`src/hw/rtl/scf_pkg.sv`:
```
// Shared types and constants for the speed command framer.
// Depends on nothing; scf_front, scf_queue, scf_back and speed_command_framer import it.
package scf_pkg;

    localparam logic [7:0] FLAG_BYTE   = 8'h7E;
    localparam logic [7:0] ESCAPE_BYTE = 8'h7D;
    localparam logic [7:0] SPEED_CODE  = 8'h01;

    localparam int VALUE_BYTES = 4;
    localparam int VALUE_COUNT = 3;
    localparam int VALUE_W     = VALUE_COUNT * VALUE_BYTES * 8;

    // opening flag, id, code, value bytes, closing flag
    localparam int TOKENS  = VALUE_COUNT * VALUE_BYTES + 4;
    localparam int TOK_W   = $clog2(TOKENS);

    localparam logic [TOK_W-1:0] TOK_OPEN  = TOK_W'(0);
    localparam logic [TOK_W-1:0] TOK_ID    = TOK_W'(1);
    localparam logic [TOK_W-1:0] TOK_CODE  = TOK_W'(2);
    localparam logic [TOK_W-1:0] TOK_CLOSE = TOK_W'(TOKENS - 1);

    localparam int QUEUE_DEPTH_DEF = 4;

    typedef struct packed {
        logic [7:0] data;
        logic       esc;
        logic       last;
    } tok_t;

endpackage

```
`src/hw/rtl/scf_cmd_if.sv`:
```
// Command channel: valid/ready handshake carrying one speed command.
// Depends on nothing.
interface scf_cmd_if;

    logic        valid;
    logic        ready;
    logic [7:0]  robot_id;
    logic [31:0] speed_x_bits;
    logic [31:0] speed_y_bits;
    logic [31:0] turn_rate_bits;

    modport source (output valid, output robot_id, output speed_x_bits,
                    output speed_y_bits, output turn_rate_bits, input ready);
    modport sink   (input valid, input robot_id, input speed_x_bits,
                    input speed_y_bits, input turn_rate_bits, output ready);

endinterface

```
`src/hw/rtl/scf_byte_if.sv`:
```
// Byte channel: valid/ready handshake carrying one framed byte per beat.
// Depends on nothing.
interface scf_byte_if;

    logic       valid;
    logic       ready;
    logic [7:0] out_byte;
    logic       is_last;

    modport source (output valid, output out_byte, output is_last, input ready);
    modport sink   (input valid, input out_byte, input is_last, output ready);

endinterface

```
`src/hw/rtl/scf_front.sv`:
```
// Front end: accepts a command and walks it into a stream of tokens,
// marking value bytes that need an escape. Depends on scf_pkg, scf_cmd_if.
module scf_front (
    input  logic          clk,
    input  logic          rst_n,
    scf_cmd_if.sink       cmd,
    output scf_pkg::tok_t tok,
    output logic          tok_valid,
    input  logic          tok_ready
);
    import scf_pkg::*;

    logic                busy_reg, busy_next;
    logic [TOK_W-1:0]    idx_reg, idx_next;
    logic [7:0]          id_reg, id_next;
    logic [VALUE_W-1:0]  val_reg, val_next;
    logic                push;
    logic                at_close;
    logic                take;

    assign push      = busy_reg && tok_ready;
    assign at_close  = (idx_reg == TOK_CLOSE);
    assign cmd.ready = !busy_reg || (push && at_close);
    assign take      = cmd.valid && cmd.ready;
    assign tok_valid = busy_reg;

    always_comb
    begin
        tok.esc  = 1'b0;
        tok.last = 1'b0;
        case (idx_reg)
            TOK_OPEN:  tok.data = FLAG_BYTE;
            TOK_ID:    tok.data = id_reg;
            TOK_CODE:  tok.data = SPEED_CODE;
            TOK_CLOSE:
            begin
                tok.data = FLAG_BYTE;
                tok.last = 1'b1;
            end
            default:
            begin
                tok.data = val_reg[7:0];
                tok.esc  = (val_reg[7:0] == FLAG_BYTE) || (val_reg[7:0] == ESCAPE_BYTE);
            end
        endcase
    end

    always_comb
    begin
        busy_next = busy_reg;
        idx_next  = idx_reg;
        id_next   = id_reg;
        val_next  = val_reg;
        if (push)
        begin
            idx_next = idx_reg + TOK_W'(1);
            // advance value bytes, least significant first
            if (idx_reg > TOK_CODE && !at_close)
            begin
                val_next = {8'h00, val_reg[VALUE_W-1:8]};
            end
            if (at_close)
            begin
                busy_next = 1'b0;
            end
        end
        if (take)
        begin
            busy_next = 1'b1;
            idx_next  = TOK_OPEN;
            id_next   = cmd.robot_id;
            val_next  = {cmd.turn_rate_bits, cmd.speed_y_bits, cmd.speed_x_bits};
        end
    end

    always_ff @(posedge clk or negedge rst_n)
    begin
        if (!rst_n)
        begin
            busy_reg <= 1'b0;
            idx_reg  <= TOK_OPEN;
        end
        else
        begin
            busy_reg <= busy_next;
            idx_reg  <= idx_next;
        end
    end

    always_ff @(posedge clk)
    begin
        id_reg  <= id_next;
        val_reg <= val_next;
    end

endmodule

```
`src/hw/rtl/scf_queue.sv`:
```
// Short token queue between the front and back ends.
// Depends on scf_pkg.
module scf_queue #(
    parameter int Depth = scf_pkg::QUEUE_DEPTH_DEF
) (
    input  logic          clk,
    input  logic          rst_n,
    input  scf_pkg::tok_t wr_tok,
    input  logic          wr_valid,
    output logic          wr_ready,
    output scf_pkg::tok_t rd_tok,
    output logic          rd_valid,
    input  logic          rd_ready
);
    import scf_pkg::*;

    localparam int PTR_W = (Depth > 1) ? $clog2(Depth) : 1;
    localparam int CNT_W = $clog2(Depth + 1);

    tok_t             mem_reg [Depth];
    logic [PTR_W-1:0] wr_ptr_reg, wr_ptr_next;
    logic [PTR_W-1:0] rd_ptr_reg, rd_ptr_next;
    logic [CNT_W-1:0] count_reg, count_next;
    logic             push, pop;

    assign wr_ready = (count_reg != CNT_W'(Depth));
    assign rd_valid = (count_reg != CNT_W'(0));
    assign rd_tok   = mem_reg[rd_ptr_reg];
    assign push     = wr_valid && wr_ready;
    assign pop      = rd_valid && rd_ready;

    always_comb
    begin
        wr_ptr_next = wr_ptr_reg;
        rd_ptr_next = rd_ptr_reg;
        count_next  = count_reg;
        if (push)
        begin
            wr_ptr_next = (wr_ptr_reg == PTR_W'(Depth - 1)) ? PTR_W'(0)
                                                           : wr_ptr_reg + PTR_W'(1);
        end
        if (pop)
        begin
            rd_ptr_next = (rd_ptr_reg == PTR_W'(Depth - 1)) ? PTR_W'(0)
                                                           : rd_ptr_reg + PTR_W'(1);
        end
        if (push && !pop)
        begin
            count_next = count_reg + CNT_W'(1);
        end
        else if (pop && !push)
        begin
            count_next = count_reg - CNT_W'(1);
        end
    end

    always_ff @(posedge clk or negedge rst_n)
    begin
        if (!rst_n)
        begin
            wr_ptr_reg <= '0;
            rd_ptr_reg <= '0;
            count_reg  <= '0;
        end
        else
        begin
            wr_ptr_reg <= wr_ptr_next;
            rd_ptr_reg <= rd_ptr_next;
            count_reg  <= count_next;
        end
    end

    always_ff @(posedge clk)
    begin
        if (push)
        begin
            mem_reg[wr_ptr_reg] <= wr_tok;
        end
    end

endmodule

```
`src/hw/rtl/scf_back.sv`:
```
// Back end: turns tokens into output beats, inserting the escape byte,
// through a registered output stage. Depends on scf_pkg, scf_byte_if.
module scf_back (
    input  logic          clk,
    input  logic          rst_n,
    input  scf_pkg::tok_t tok,
    input  logic          tok_valid,
    output logic          tok_ready,
    scf_byte_if.source    pkt
);
    import scf_pkg::*;

    logic       out_valid_reg, out_valid_next;
    logic [7:0] out_byte_reg, out_byte_next;
    logic       out_last_reg, out_last_next;
    logic       esc_sent_reg, esc_sent_next;
    logic       free;
    logic       send_esc;

    assign free      = !out_valid_reg || pkt.ready;
    assign send_esc  = tok.esc && !esc_sent_reg;
    assign tok_ready = free && !send_esc;

    assign pkt.valid    = out_valid_reg;
    assign pkt.out_byte = out_byte_reg;
    assign pkt.is_last  = out_last_reg;

    always_comb
    begin
        out_valid_next = out_valid_reg;
        out_byte_next  = out_byte_reg;
        out_last_next  = out_last_reg;
        esc_sent_next  = esc_sent_reg;
        if (free)
        begin
            out_valid_next = tok_valid;
            if (tok_valid)
            begin
                if (send_esc)
                begin
                    // hold the token, send the escape first
                    out_byte_next = ESCAPE_BYTE;
                    out_last_next = 1'b0;
                    esc_sent_next = 1'b1;
                end
                else
                begin
                    out_byte_next = tok.data;
                    out_last_next = tok.last;
                    esc_sent_next = 1'b0;
                end
            end
        end
    end

    always_ff @(posedge clk or negedge rst_n)
    begin
        if (!rst_n)
        begin
            out_valid_reg <= 1'b0;
            esc_sent_reg  <= 1'b0;
        end
        else
        begin
            out_valid_reg <= out_valid_next;
            esc_sent_reg  <= esc_sent_next;
        end
    end

    always_ff @(posedge clk)
    begin
        out_byte_reg <= out_byte_next;
        out_last_reg <= out_last_next;
    end

endmodule

```
`src/hw/rtl/speed_command_framer.sv`:
```
// Speed command framer: one command in, a flag-framed byte run out.
// The first byte passes the front-end sequencing registers, the token queue and the output register.
// Throughput: one byte per cycle while pkt.ready stays high, set by the single output
// byte port; a command makes 16 to 28 output beats (escapes add one beat each).
// Reset: asynchronous, clears handshake and sequencing state; no clearing pass.
// Depends on scf_pkg, scf_cmd_if, scf_byte_if, scf_front, scf_queue, scf_back.
module speed_command_framer #(
    parameter int QUEUE_DEPTH = scf_pkg::QUEUE_DEPTH_DEF
) (
    input  logic       clk,
    input  logic       rst_n,
    scf_cmd_if.sink    cmd,
    scf_byte_if.source pkt
);
    import scf_pkg::*;

    tok_t front_tok, back_tok;
    logic front_valid, front_ready;
    logic back_valid, back_ready;

    scf_front u_front (
        .clk       (clk),
        .rst_n     (rst_n),
        .cmd       (cmd),
        .tok       (front_tok),
        .tok_valid (front_valid),
        .tok_ready (front_ready)
    );

    scf_queue #(
        .Depth (QUEUE_DEPTH)
    ) u_queue (
        .clk      (clk),
        .rst_n    (rst_n),
        .wr_tok   (front_tok),
        .wr_valid (front_valid),
        .wr_ready (front_ready),
        .rd_tok   (back_tok),
        .rd_valid (back_valid),
        .rd_ready (back_ready)
    );

    scf_back u_back (
        .clk       (clk),
        .rst_n     (rst_n),
        .tok       (back_tok),
        .tok_valid (back_valid),
        .tok_ready (back_ready),
        .pkt       (pkt)
    );

endmodule

```
`src/flat_wrapper.sv`:
```
// flat-port wrapper written by rule: the top's interface ports become plain ports
module speed_command_framer_flat import scf_pkg::*;
#(
    parameter int QUEUE_DEPTH = scf_pkg::QUEUE_DEPTH_DEF
)
  (clk, rst_n, cmd_valid, cmd_robot_id, cmd_speed_x_bits, cmd_speed_y_bits, cmd_turn_rate_bits, cmd_ready, pkt_valid, pkt_out_byte, pkt_is_last, pkt_ready);
  scf_cmd_if cmd_i ();
  scf_byte_if pkt_i ();
  input  logic clk;
  input  logic rst_n;
  input wire logic [$bits(cmd_i.valid)-1:0] cmd_valid;
  input wire logic [$bits(cmd_i.robot_id)-1:0] cmd_robot_id;
  input wire logic [$bits(cmd_i.speed_x_bits)-1:0] cmd_speed_x_bits;
  input wire logic [$bits(cmd_i.speed_y_bits)-1:0] cmd_speed_y_bits;
  input wire logic [$bits(cmd_i.turn_rate_bits)-1:0] cmd_turn_rate_bits;
  output wire logic [$bits(cmd_i.ready)-1:0] cmd_ready;
  output wire logic [$bits(pkt_i.valid)-1:0] pkt_valid;
  output wire logic [$bits(pkt_i.out_byte)-1:0] pkt_out_byte;
  output wire logic [$bits(pkt_i.is_last)-1:0] pkt_is_last;
  input wire logic [$bits(pkt_i.ready)-1:0] pkt_ready;
  assign cmd_i.valid = cmd_valid;
  assign cmd_i.robot_id = cmd_robot_id;
  assign cmd_i.speed_x_bits = cmd_speed_x_bits;
  assign cmd_i.speed_y_bits = cmd_speed_y_bits;
  assign cmd_i.turn_rate_bits = cmd_turn_rate_bits;
  assign cmd_ready = cmd_i.ready;
  assign pkt_valid = pkt_i.valid;
  assign pkt_out_byte = pkt_i.out_byte;
  assign pkt_is_last = pkt_i.is_last;
  assign pkt_i.ready = pkt_ready;
  speed_command_framer #(.QUEUE_DEPTH(QUEUE_DEPTH)) u_core (.clk(clk), .rst_n(rst_n), .cmd(cmd_i), .pkt(pkt_i));
endmodule
```
`config.mk`:
```
export PLATFORM = sky130hd
export DESIGN_NAME = speed_command_framer_flat
export DESIGN_NICKNAME = d
export VERILOG_FILES = /design/src/hw/rtl/scf_pkg.sv /design/src/hw/rtl/scf_cmd_if.sv /design/src/hw/rtl/scf_byte_if.sv /design/src/hw/rtl/scf_front.sv /design/src/hw/rtl/scf_queue.sv /design/src/hw/rtl/scf_back.sv /design/src/hw/rtl/speed_command_framer.sv /design/src/flat_wrapper.sv
export SDC_FILE = /design/constraint.sdc
export NUM_CORES = 1
export LEC_CHECK = 0
export ABC_AREA = 1
export BUFFER_PORTS_ARGS = -buffer_cell sky130_fd_sc_hd__buf_4
export CORE_MARGIN = 2
export CORE_UTILIZATION = 50
export DETAILED_ROUTE_END_ITERATION = 8
export HOLD_SLACK_MARGIN = 0.02
export PLACE_DENSITY = 0.78
export SYNTH_ARGS = -nofsm -noshare
export SYNTH_HDL_FRONTEND = slang
export SYNTH_HIERARCHICAL = 1
export SYNTH_SLANG_ARGS = --single-unit
```
`constraint.sdc`:
```
create_clock -name clk -period 25.9 [get_ports clk]
set_input_delay 3.885 -clock clk [delete_from_list [all_inputs] [get_ports clk]]
set_output_delay 3.885 -clock clk [all_outputs]
set_load 0.1 [all_outputs]
```
After elaboration in Yosys (flattened, before gate mapping)
Memories as Yosys holds them, arrays and structs flattened.
Cells that the tools add are included.

word-level totals
  bits in registers = 127
  bits in writable memories = 40
  output and inout bits = 11
  logic and storage cells = 74
  memories kept = 1

memories
  memory                  depth  width  read ports  clocked after memory_dff  write ports  RTL line         text
  u_core.u_queue.mem_reg  4      10     1           0                         1            scf_queue.sv:20  tok_t mem_reg [Depth];

operators by class
  $add $sub $neg = 5
  $lt $le $gt $ge = 1
  eq/ne operators = 8
  multiplexer cells = 18
  reduce and logical (&&, ||, !) cells = 30

operators with widths
  operator                                                        number
  two-way mux 96 bit                                              3
  case mux 8 bit (3 select lines)                                 1
  == test 8 x 7 -> 1 bit (second input constant)                  2
  logical AND 1 bit                                               9
  two-way mux 1 bit                                               8
  two-way mux 4 bit                                               2
  nonzero test 2 bit                                              4
  zero test 1 bit                                                 7
  two-way mux 3 bit                                               2
  AND reduction 2 bit                                             3
  adder 2 x 1 -> 2 bit (second input constant)                    2
  adder 4 x 1 -> 4 bit (second input constant)                    1
  == test 2 bit (second input constant)                           2
  == test 4 x 1 -> 1 bit (second input constant)                  1
  == test 4 x 2 -> 1 bit (second input constant)                  1
  == test 4 bit (second input constant)                           1
  greater-than comparator 4 x 2 -> 1 bit (second input constant)  1
  zero test 4 bit                                                 1
  two-way mux 2 bit                                               2
  OR reduction 4 bit                                              1
  adder 3 x 1 -> 3 bit (second input constant)                    1
  logical OR 1 bit                                                3
  != test 3 bit (second input constant)                           1
  nonzero test 3 bit                                              1
  other kinds (2)                                                 2

Longest topological paths before layout
  depth after elaboration = 8
  mapped depth = 17

By module
The synthesis kept the hierarchy.

modules (own cells, without submodules)
  module     times used  cells an instance  area each (um^2)  sequential area each (um^2)
  scf_front  1           488                4894.7            3248.1
  scf_queue  1           175                2083.2            1376.3
  scf_back   1           35                 435.4             320.3

Worst setup path before layout
Ideal clock, no wire load.

  kind = input to register
  start = input cmd_valid
  end = register u_core.u_front.val_reg[0], enable pin
  setup time = 683 ps
  data arrival time = 10893 ps
  setup slack = 14323 ps
  stages on the path = 4
  buffers on the path = 0
  cell sequence = nand2_1 nand2_1 o21ai_0 o21ai_0

on the way
  cells in the longest elaborated chain, start to end = 3

ends and longest elaborated chain
  element                                 RTL line            text
  start, declared                         flat_wrapper.sv:11  input wire logic [$bits(cmd_i.valid)-1:0] cmd_valid;
  logical AND 1 bit *                     scf_front.sv:24     assign take = cmd.valid && cmd.ready;
  nonzero test 2 bit (no source line)     -
  AND reduction 2 bit (no source line) *  -
  end signal, assigned                    scf_front.sv:93     val_reg <= val_next;
  end, declared                           scf_front.sv:16     logic [VALUE_W-1:0] val_reg, val_next;

Mark *: on every way between the ends. The rest lies on a longest branch, timed or not.
A chain may end at the register's enable or synchronous reset.

Worst setup path after layout
  start = input cmd_valid
  end = register u_core.u_front.val_reg[23], enable pin

Same word-level chain as after synthesis.

==> results.md <==
- Status: finished clean
- Mapped Area: approximately 7400 um^2
- Fillers: 1201
- Clock share of power: 18.8%
- Routed Antenna Nets: 0
- YS warnings: 6
- Fin nets: between 900 and 1000
- Final hold violation count: 0
- Final WL: 14000 um
- Global-route wire length before repair: 22700 um
- Critical path data arrival time: 5.75 ns
- Layout cells sized above 1: 20.3%
- Synth-to-Final Area Change: 19.6%
- Worst hold path class: flop to flop
- Syn Area/Cell: 10.6 um^2
- Worst-path fanout max: slightly above 100
- Net Sw Frac: a little under two fifths
- Leak: 0.00405 uW
- Gr usage total: between 10% and 20%
- DR iter-0 viols: 309
- Post-cts sizing count: 0
- Reg-to-Reg End: u_core/u_front/val_reg[23]
- TritonCTS clock tree: yes
- Vias in the first global route: between 4000 and 5000
- Tcrit/Tclk final: 22.1%
- CTS buffer count: 17
- Worst Path Required: 25.93 ns
- Worst r2r src: u_core/u_front/idx_reg[0]
- Root buffer cell: clkbuf_16
- Top-count cell post-synth: nand2_1
- Post-synth top area share: 62.0%
- Int Power: 787 uW
- Synth cell count leaders: nand2_1 (343), edfxtp_1 (153), inv_1 (61)
- H-tree depth: 4
- # setup viols final: 0
- Worst vdd ir: 0.135 mV
- Pre-CTS WS: 19.77 ns
- Psw: 466 uW
- Wirelength per Cell: 13.9 um
- Setup TNS: 0 ns
- Clk sinks: between 150 and 200
- Final Slew Violations: 0
- Die Y: ~130 um
- WHS: between 0.5 and 0.6 ns
- Setup ws final: 20.18 ns
- Worst hold path depth: 2
- Comb pwr share: 35.7%
- CP Capture Type: flop
- Ys flop type: edfxtp_1
- Diodes inserted: 0
- Remaining DRCs: 0
- Row count: 44
- Port bufs: 118
- RD Place Congestion: approximately 0.75
- Drt pass-1 iters: 7
- Final min period: approximately 5.7 ns
- Core Box Area: 14500 um^2
- Sequential-to-total area share from yosys stat: between 60% and 70%
- MaxCap Viol Count: 0
- EDFF count, synth: approximately 150
- Die width: 126 um
- Ports: 119
- Die area: 15800 um^2
- Crit Path Class: primary input to flop
- Clock Skew: 0.00888 ns
- Hold Path End: u_core/u_front/val_reg[15]
- DP HPWL: 9150 um
- Max_slew headroom: between 20 and 30%
- Clk Latency, worst-skew pair: 0.42 ns
- Syn nets: approximately 820
- Antenna violations before repair: 0
- Power consumption: 1250 uW
- Seq cells post-synth: 167
- Ranking of synthesized cells by area: edfxtp_1 (62%), nand2_1 (17%), dfrtp_1 (4.7%)
- Post-CTS setup buffer count: 0
- Worst reg2reg path depth: 7
- Starting density of the core: roughly half
- Worst slew pin tran: 1.08 ns
- CTS clock-pin slew for the worst setup and hold paths: 0.06 ns
- Hold Startpoint: u_core/u_front/val_reg[23]
- Synth area leader: edfxtp_1
- CTS Hold Bufs: 0
- Max reg flops: 96
- RSZ-0062 raised after global routing: false
- Sequential share of power: 45.5%
- CTS max path bufs: 2
- Grt ovf: 0
- Reg-to-reg slack, setup: 22.79 ns
- Post-Syn Instances: 698
- Netlist cell types: 29
- Power density cells: 141 nW/um^2
- Ys async rst share: 8.38%
- DR vias/cell: 4.89
- Startpoint type of the worst setup path: primary input
- Vias: ~4900
- Pin count of the biggest net entering global routing: around 100
- Fmax: around 0.17 GHz
==> final cells by class <==
cell class / count / area [um^2] / area share [%]
timing repair buffer: 122 / 916 / 10.3
clock inverter: 11 / 109 / 1.23
inverter: 62 / 233 / 2.63
tap: 184 / 230 / 2.60
multi-input combinational: 442 / 1990 / 22.5
sequential: 167 / 4940 / 55.8
clock buffer: 20 / 437 / 4.93
==> critical path, cell delays in order <==
cell,delay [ns]
buf_4,0.12
nand2_4,0.05
buf_4,0.76
o21ai_4,0.26
buf_4,0.53
==> metal layers <==
layer  global-route usage (%)  vias up  part of all wire, %  routed length [um]
li1                         -     2487                    -                   -
met1                     21.4     2278                   39                5520
met2                     32.2      144                   52                7300
met3                     5.65       19                  6.6                 926
met4                     7.82        0                  1.8                 253
met5                        0        -                    0                   0
==> stage by stage <==
| stage | instance area [um^2] | cells | utilization [%] |
|---|---|---|---|
| 2_1_floorplan | 7410 | 698 | - |
| 3_3_place_gp | 8320 | 977 | 57.2 |
| 3_5_place_dp | 8320 | 977 | 57.2 |
| 4_1_cts | 8860 | 1008 | 61.0 |
| 5_1_grt | 8860 | 1008 | 61.0 |
| 6_report | 8860 | 1008 | 61.0 |
==> power by group through the flow <==
stage	sequential [uW]	combinational (uW)	clock, uW
after floorplan	656	298	0
after global placement	569	436	0
after detailed placement	574	448	0
after CTS	570	453	239
after global routing	582	506	252
final	570	448	236
==> cells by family (layout without fill, tap and decap cells) <==
| kind of cell | count (synthesis) | in the layout | synth area share (%) |
|---|---|---|---|
| fa+ha+maj | 11 | 11 | 1.96 |
| xor+xnor | 3 | 3 | 0.354 |
| compound gates | 34 | 34 | 3.16 |
| flops | 167 | 167 | 66.7 |
| simple gates | 394 | 394 | 21.2 |
| buf+inv | 89 | 215 | 6.62 |
==> cell usage in the layout (no fill, tap or decap), types with 2 or more instances in the layout <==
master / count
nand2_1: 343
bufinv_16: 2
nor2_1: 12
ha_1: 10
clkinv_2: 5
a21oi_1: 6
dfrtp_1: 14
edfxtp_1: 153
nand4_1: 4
xor2_1: 2
nand3_2: 2
clkbuf_16: 17
inv_1: 61
nand3_1: 13
clkinv_1: 2
buf_4: 122
o211ai_2: 2
o21ai_1: 3
clkbuf_1: 3
nor2_2: 9
or2_1: 6
o21ai_0: 3
o211ai_1: 18
==> worst max-delay path by stage <==
stage                          from                    endpoint  cells after the start
after global routing      cmd_valid  u_core/u_front/val_reg[79]                      5
after detailed placement  cmd_valid  u_core/u_front/val_reg[50]                      5
final                     cmd_valid  u_core/u_front/val_reg[23]                      5
after floorplan           cmd_valid   u_core/u_front/val_reg[0]                      4
after CTS                 cmd_valid  u_core/u_front/val_reg[75]                      5
after global placement    cmd_valid  u_core/u_front/val_reg[75]                      5
(Power assumes the default switching activity.)
